[config.mk]
export PLATFORM = sky130hd
export DESIGN_NAME = dle_frame_deframer_checksum
export DESIGN_NICKNAME = d
export VERILOG_FILES = /design/src/hw/rtl/dfd_pkg.sv /design/src/hw/rtl/dfd_core.sv /design/src/hw/rtl/dfd_out_buf.sv /design/src/hw/rtl/dle_frame_deframer_checksum.sv
export VERILOG_INCLUDE_DIRS = /design/src /design/src/hw/rtl
export SDC_FILE = /design/constraint.sdc
export NUM_CORES = 1
export LEC_CHECK = 0
export BUFFER_PORTS_ARGS = -buffer_cell sky130_fd_sc_hd__buf_2
export CORE_MARGIN = 4
export CORE_UTILIZATION = 61
export CTS_BUF_LIST = sky130_fd_sc_hd__clkbuf_4
export CTS_CLUSTER_DIAMETER = 30
export DETAILED_ROUTE_END_ITERATION = 6
export PLACE_DENSITY = 0.84
export SLEW_MARGIN = 20
export SYNTH_ARGS = -nofsm -noshare
export SYNTH_HDL_FRONTEND = slang
export SYNTH_SLANG_ARGS = --single-unit
[constraint.sdc]
create_clock -name clk -period 3.3 [get_ports clk]
set_input_delay 0.33 -clock clk [delete_from_list [all_inputs] [get_ports clk]]
set_output_delay 0.33 -clock clk [all_outputs]
set_load 0.005 [all_outputs]
[src/hw/rtl/dle_frame_deframer_checksum_assert.svh]
// Assertion macros for the DLE deframer.
`ifndef DLE_FRAME_DEFRAMER_CHECKSUM_ASSERT_SVH
`define DLE_FRAME_DEFRAMER_CHECKSUM_ASSERT_SVH

// Same-cycle implication, checked out of reset.
`define DFD_ASSERT_NOW(name, clk, rst, ante, cons) \
  name: assert property (@(posedge clk) disable iff (rst) (ante) |-> (cons)) \
    else $error("dfd check failed");

// Next-cycle implication, checked out of reset.
`define DFD_ASSERT_NEXT(name, clk, rst, ante, cons) \
  name: assert property (@(posedge clk) disable iff (rst) (ante) |=> (cons)) \
    else $error("dfd check failed");

`endif

[src/hw/rtl/dfd_pkg.sv]
// Shared types and constants for the DLE deframer.
`timescale 1ns / 1ps
package dfd_pkg;

  // End-of-frame status codes
  typedef enum logic [2:0] {
    ST_OK       = 3'd0,
    ST_BAD_SUM  = 3'd1,
    ST_STRAY    = 3'd2,
    ST_LONE_ESC = 3'd3,
    ST_TOO_LONG = 3'd4
  } status_t;

  // Configuration register indexes
  localparam logic CFG_ESCAPE = 1'b0;
  localparam logic CFG_END    = 1'b1;

  // Register reset values
  localparam logic [7:0] ESCAPE_RESET = 8'h10;
  localparam logic [7:0] END_RESET    = 8'h03;

  // Framing state
  typedef struct packed {
    logic       inside_frame;
    logic       escape_pending;
    logic [7:0] running_sum;
    logic [7:0] byte_count;
  } frame_state_t;

  // One result beat
  typedef struct packed {
    logic [7:0] out_byte;
    logic       frame_end;
    status_t    status;
    logic [7:0] body_length;
  } result_t;

endpackage

[src/hw/rtl/dfd_core.sv]
// Per-byte framing decision: next state and optional result.
`timescale 1ns / 1ps
module dfd_core #(
  parameter int MAX_BODY = 255
) (
  input  logic                 [7:0] rx_byte,
  input  logic                 [7:0] escape_byte,
  input  logic                 [7:0] end_byte,
  input  dfd_pkg::frame_state_t      cur,
  output dfd_pkg::frame_state_t      nxt,
  output logic                       has_result,
  output dfd_pkg::result_t           result
);
  import dfd_pkg::*;

  logic       is_escape;
  logic       is_end;
  logic       too_long;
  logic [7:0] sum_add;
  logic [7:0] cnt_inc;

  assign is_escape = (rx_byte == escape_byte);
  assign is_end    = (rx_byte == end_byte);
  assign too_long  = (cur.byte_count >= 8'(MAX_BODY));
  assign sum_add   = cur.running_sum + rx_byte;
  assign cnt_inc   = cur.byte_count + 8'd1;

  // Framing decision
  always_comb begin
    nxt        = cur;
    has_result = 1'b0;
    result     = '{out_byte: 8'd0, frame_end: 1'b1, status: ST_OK,
                   body_length: cur.byte_count};
    if (!cur.inside_frame) begin
      if (is_escape) begin
        // frame start
        nxt.inside_frame   = 1'b1;
        nxt.escape_pending = 1'b0;
        nxt.running_sum    = 8'd0;
        nxt.byte_count     = 8'd0;
      end else begin
        has_result         = 1'b1;
        result.status      = ST_STRAY;
        result.body_length = 8'd0;
      end
    end else if (!cur.escape_pending && is_escape) begin
      nxt.escape_pending = 1'b1;
    end else if (!cur.escape_pending || is_escape) begin
      // data byte, plain or doubled escape
      nxt.escape_pending = 1'b0;
      has_result         = 1'b1;
      if (too_long) begin
        nxt.inside_frame = 1'b0;
        result.status    = ST_TOO_LONG;
      end else begin
        nxt.running_sum    = sum_add;
        nxt.byte_count     = cnt_inc;
        result.out_byte    = rx_byte;
        result.frame_end   = 1'b0;
        result.body_length = cnt_inc;
      end
    end else begin
      // escape then end closes; anything else aborts
      nxt.escape_pending = 1'b0;
      nxt.inside_frame   = 1'b0;
      has_result         = 1'b1;
      if (is_end) begin
        result.status = (cur.running_sum == 8'd0) ? ST_OK : ST_BAD_SUM;
      end else begin
        result.status = ST_LONE_ESC;
      end
    end
  end

endmodule

[src/hw/rtl/dfd_out_buf.sv]
// Two-entry output register with skid stage.
`timescale 1ns / 1ps
module dfd_out_buf (
  input  logic             clk,
  input  logic             rst,
  input  logic             push,
  input  dfd_pkg::result_t push_data,
  output logic             can_push,
  output logic             out_valid,
  input  logic             out_ready,
  output dfd_pkg::result_t out_data
);
  import dfd_pkg::*;

  logic    skid_valid;
  result_t skid_data;
  logic    pop;

  assign pop      = out_valid && out_ready;
  assign can_push = !skid_valid;

  // Valid flags
  always_ff @(posedge clk) begin
    if (rst) begin
      out_valid  <= 1'b0;
      skid_valid <= 1'b0;
    end else if (!out_valid || pop) begin
      out_valid  <= skid_valid || push;
      skid_valid <= 1'b0;
    end else if (push) begin
      skid_valid <= 1'b1;
    end
  end

  // Payload
  always_ff @(posedge clk) begin
    if (!out_valid || pop) begin
      out_data <= skid_valid ? skid_data : push_data;
    end
    if (out_valid && !pop && push && !skid_valid) begin
      skid_data <= push_data;
    end
  end

endmodule

[src/hw/rtl/dle_frame_deframer_checksum.sv]
// DLE deframer: the result beat of each accepted byte is registered in the output buffer.
// Throughput is one byte per cycle while rx_ready is high; the state updates once per accepted byte.
// A two-entry output buffer keeps input flowing while one result beat waits.
// rx_ready drops only when both output entries hold beats.
// Reset clears framing state, output buffer and loads escape 0x10, end 0x03.
`timescale 1ns / 1ps
`include "dle_frame_deframer_checksum_assert.svh"
module dle_frame_deframer_checksum #(
  parameter int MAX_BODY = 255
) (
  input  logic       clk,
  input  logic       rst,
  input  logic       cfg_write,
  input  logic       cfg_index,
  input  logic [7:0] cfg_data,
  input  logic       rx_valid,
  output logic       rx_ready,
  input  logic [7:0] rx_byte,
  output logic       out_valid,
  input  logic       out_ready,
  output logic [7:0] out_byte,
  output logic       frame_end,
  output logic [2:0] status,
  output logic [7:0] body_length
);
  import dfd_pkg::*;

  logic         [7:0] escape_byte;
  logic         [7:0] end_byte;
  frame_state_t       state;
  frame_state_t       state_next;
  logic               has_result;
  result_t            result;
  result_t            out_data;
  logic               rx_fire;

  assign rx_fire = rx_valid && rx_ready;

  // Configuration registers
  always_ff @(posedge clk) begin
    if (rst) begin
      escape_byte <= ESCAPE_RESET;
      end_byte    <= END_RESET;
    end else if (cfg_write) begin
      unique case (cfg_index)
        CFG_ESCAPE: escape_byte <= cfg_data;
        CFG_END:    end_byte    <= cfg_data;
        default:    ;
      endcase
    end
  end

  // Framing decision
  dfd_core #(
    .MAX_BODY(MAX_BODY)
  ) u_core (
    .rx_byte    (rx_byte),
    .escape_byte(escape_byte),
    .end_byte   (end_byte),
    .cur        (state),
    .nxt        (state_next),
    .has_result (has_result),
    .result     (result)
  );

  // Framing state
  always_ff @(posedge clk) begin
    if (rst) begin
      state <= '0;
    end else if (rx_fire) begin
      state <= state_next;
    end
  end

  // Result buffer
  dfd_out_buf u_out_buf (
    .clk      (clk),
    .rst      (rst),
    .push     (rx_fire && has_result),
    .push_data(result),
    .can_push (rx_ready),
    .out_valid(out_valid),
    .out_ready(out_ready),
    .out_data (out_data)
  );

  assign out_byte    = out_data.out_byte;
  assign frame_end   = out_data.frame_end;
  assign status      = out_data.status;
  assign body_length = out_data.body_length;

  // Checks
  `DFD_ASSERT_NOW(a_body_ok, clk, rst, out_valid && !frame_end, status == ST_OK)
  `DFD_ASSERT_NOW(a_body_len, clk, rst, out_valid && !frame_end, body_length != 8'd0)
  `DFD_ASSERT_NOW(a_stall_full, clk, rst, !rx_ready, out_valid)
  `DFD_ASSERT_NOW(a_pend_inside, clk, rst, state.escape_pending, state.inside_frame)
  `DFD_ASSERT_NEXT(a_start, clk, rst,
    rx_fire && !state.inside_frame && (rx_byte == escape_byte), state.inside_frame)

endmodule

==> results by group <==
Finish
  • Post-route insts no fill: 507
  • Ant diodes: 0
  • Area delta synth->final: 10.2%
  • Fillers: 472
  • Fin area: 4320 sq um
  • Share of cells above drive strength 1: 22.7%
  • Final nets: 459

Clock network
  • Hold buffer count at CTS: 0
  • Post-cts sizing count: 0
  • CTS buffer count: 9
  • CTS tree: yes
  • Maximum buffer depth of the clock tree: 2
  • Setup bufs post-CTS: 0
  • Clock Pin Slew Worst Setup and Hold Paths: 0.12 ns
  • Clock Latency Late Sink: 0.41 ns
  • Clock Tree Root: clkbuf_4
  • CTS Sinks: 76
  • # H-tree levels: 3

Floorplanning
  • Row cnt: 28
  • Die width: 88.2 microns
  • Starting Density: 64.7%
  • Top-Level Pins: 44
  • Die Span Y: 88.2 microns
  • Die ar.: 7770 sq um
  • Area of the core: 6060 sq um

STA
  • Slew HR: 48.6%
  • Setup TNS: 0 ns
  • Setup violators final: 0
  • Endpoints failing hold: 0
  • Clock Skews: 0.0170 ns
  • Max Clock Freq: 393 MHz
  • Max-slew violation count: 0
  • Period utilization: 77.1%
  • RSZ-0062 raised after global routing: false
  • Min cycle time layout: 2.54 ns
  • Worst Max-Slew Pin Slew: 0.771 ns
  • Worst Slack Setup Final: 0.756 ns

Global routing
  • Number of global-route vias before repair: 2950
  • GRT Residual Overflow: 0
  • Global-route wire length before repair: 14.1 mm
  • Initial antenna violation count: 0
  • Largest net degree at the start of global routing: 33
  • GRT Util Overall: 23.6%

Power and ir drop
  • Peak supply drop: 0.258 mV
  • Leakage: 1.62 nW
  • Power density over the cells: 417 nW/um^2

Route
  • Post-route ant nets: 0
  • Via count: 3072
  • Top Layer Used: met4
  • Met3 wire length: 577 microns
  • Metal-1 WL: 3.72 mm
  • Vias per inst: 6.06
  • Drt initial violations: 314
  • WL final: 8.35 mm
  • Drt wl/cell: 16.5 microns
  • DR WL met2: 3.89 mm
  • DRC: 0
  • Drt first pass iters: 4

Placed design
  • DP Worst Slack: 0.844 ns
  • PortBufs: 43
  • GPL Wtd Cong: 0.952
  • Placed Area: 4160 sq um
  • Hpwl dp: 5.97 mm
  • Dpl cells: 492

Run status
  • Status: finished clean

Yosys
  • Syn_nets: 423
  • EDFF count, synth: 40
  • Synth unique cells: 64
  • Top cell type's share of synthesized area: 30.7%
  • Post-Syn Area: 3920 sq um
  • FF+latch count, synth: 76
  • Leading area contributor after synthesis: edfxtp_1
  • Post-synth top cells: 61 x nand2_1, 40 x edfxtp_1, 36 x a21oi_1, 36 x dfxtp_1, 26 x nand3_1
  • Area contributors post-synth: edfxtp_1 31%, dfxtp_1 18%, nand2_1 5.8%, a21oi_1 4.6%, mux2_2 4.6%
  • Ys async rst share: 0%
  • Most frequent cell after synthesis: nand2_1
  • Primary FF master, synth: edfxtp_1
  • Mean Syn Cell Area: 10.0 sq um
  • Synthesized instance count: 392
  • Sequential share of the synthesized area: 49.0%
  • Synth warn: 0

Setup path
  • Critical Path End Type: flop
  • Critical path class: reg -> reg
  • CP required: 3.60 ns
  • Crit path max fanout: 12
  • Setup crit start kind: flop
  • CP arrival: 2.84 ns
  • Reg2Reg Setup Slack: 0.76 ns

Job
  • Max Cap Viol: 0

Min path
  • Worst hold path class: in -> reg
## sequential cells by signal (all words and copies together) (netlist names)
name                  count
end_byte                  8
escape_byte               8
state                    18
u_out_buf.out_data       20
u_out_buf.out_valid       1
u_out_buf.skid_data      20
u_out_buf.skid_valid      1
## stage by stage
step,power (mW),hold slack (ns),utilization [%]
final,1.80,0.138,71.2
after global routing,1.87,0.144,71.2
after CTS,1.81,0.117,71.2
after detailed placement,1.18,0.461,68.6
after global placement,1.18,0.457,68.6
after floorplan,1.13,0.448,-
## power breakdown
group | internal [mW] | switching, mW | total, mW
logic | 0.0535 | 0.0792 | 0.133
registers | 1.02 | 0.0111 | 1.03
clock network | 0.321 | 0.321 | 0.642
## worst paths after layout
| check | from | to | cells after the start |
|---|---|---|---|
| setup reg to reg | state[0] | state[0] | 8 |
| hold reg to reg | end_byte[2] | end_byte[2] | 2 |
| setup / recovery | state[0] | state[0] | 8 |
| hold / removal | cfg_data[0] | end_byte[0] | 3 |
## area by class of cell
type	count	area, sq um	share of cell area, %
sequential	76	1920	44.5
timing repair buffer	49	260	6.03
clock buffer	11	82.6	1.91
tap	75	93.8	2.17
clock inverter	4	75.1	1.74
multi-input combinational	282	1850	42.8
inverter	10	37.5	0.869
## routing by layer
layer  vias up  track usage, %
li1       1502               -
met1      1447            32.8
met2       112            36.5
met3        11            5.17
met4         0            8.79
met5         -               0
## worst max-delay path, cell delays in order, from the launching register on
cell,delay (ns)
dfxtp_1,0.44
ha_1,0.34
nand4_1,0.20
o21ai_1,0.38
a211oi_2,0.10
o21ai_1,0.50
buf_4,0.29
or3_1,0.13
a21oi_1,0.06
## kinds of logic (layout without fill, tap and decap cells)
kind of cell / count (synthesis) / count (layout) / synth area share [%]
buf+inv: 34 / 74 / 3.96
fa+ha+maj: 9 / 9 / 3.07
flops: 76 / 76 / 49.0
compound gates: 82 / 82 / 14.4
simple gates: 152 / 152 / 19.7
xor+xnor: 22 / 22 / 4.92
mux: 17 / 17 / 4.98
## cells in the final DEF (no fill, tap or decap), types with 2 or more instances in the layout
master | netlist | layout
a211oi_2 | 2 | 2
a21o_1 | 3 | 3
a21oi_1 | 36 | 36
a221o_1 | 2 | 2
a22o_1 | 3 | 3
a311oi_1 | 2 | 2
and2_1 | 10 | 10
and4_4 | 2 | 2
buf_2 | 7 | 43
buf_4 | 1 | 6
bufinv_16 | 0 | 2
clkbuf_4 | 0 | 11
clkinvlp_4 | 0 | 2
dfxtp_1 | 36 | 36
edfxtp_1 | 40 | 40
ha_1 | 8 | 8
inv_1 | 9 | 9
mux2_2 | 16 | 16
nand2_1 | 61 | 61
nand2b_1 | 2 | 2
nand3_1 | 26 | 26
nand4_1 | 9 | 9
nand4_2 | 2 | 2
nor2_1 | 15 | 15
nor2b_1 | 2 | 2
nor3_1 | 4 | 4
nor4_1 | 4 | 4
o211ai_1 | 3 | 3
o21a_1 | 2 | 2
o21ai_0 | 7 | 7
o21ai_1 | 3 | 3
o22ai_1 | 2 | 2
o311ai_1 | 2 | 2
o31ai_1 | 2 | 2
or3_1 | 2 | 2
or4_1 | 2 | 2
xnor2_1 | 20 | 20
xor2_1 | 2 | 2
(Power assumes the default switching activity.)
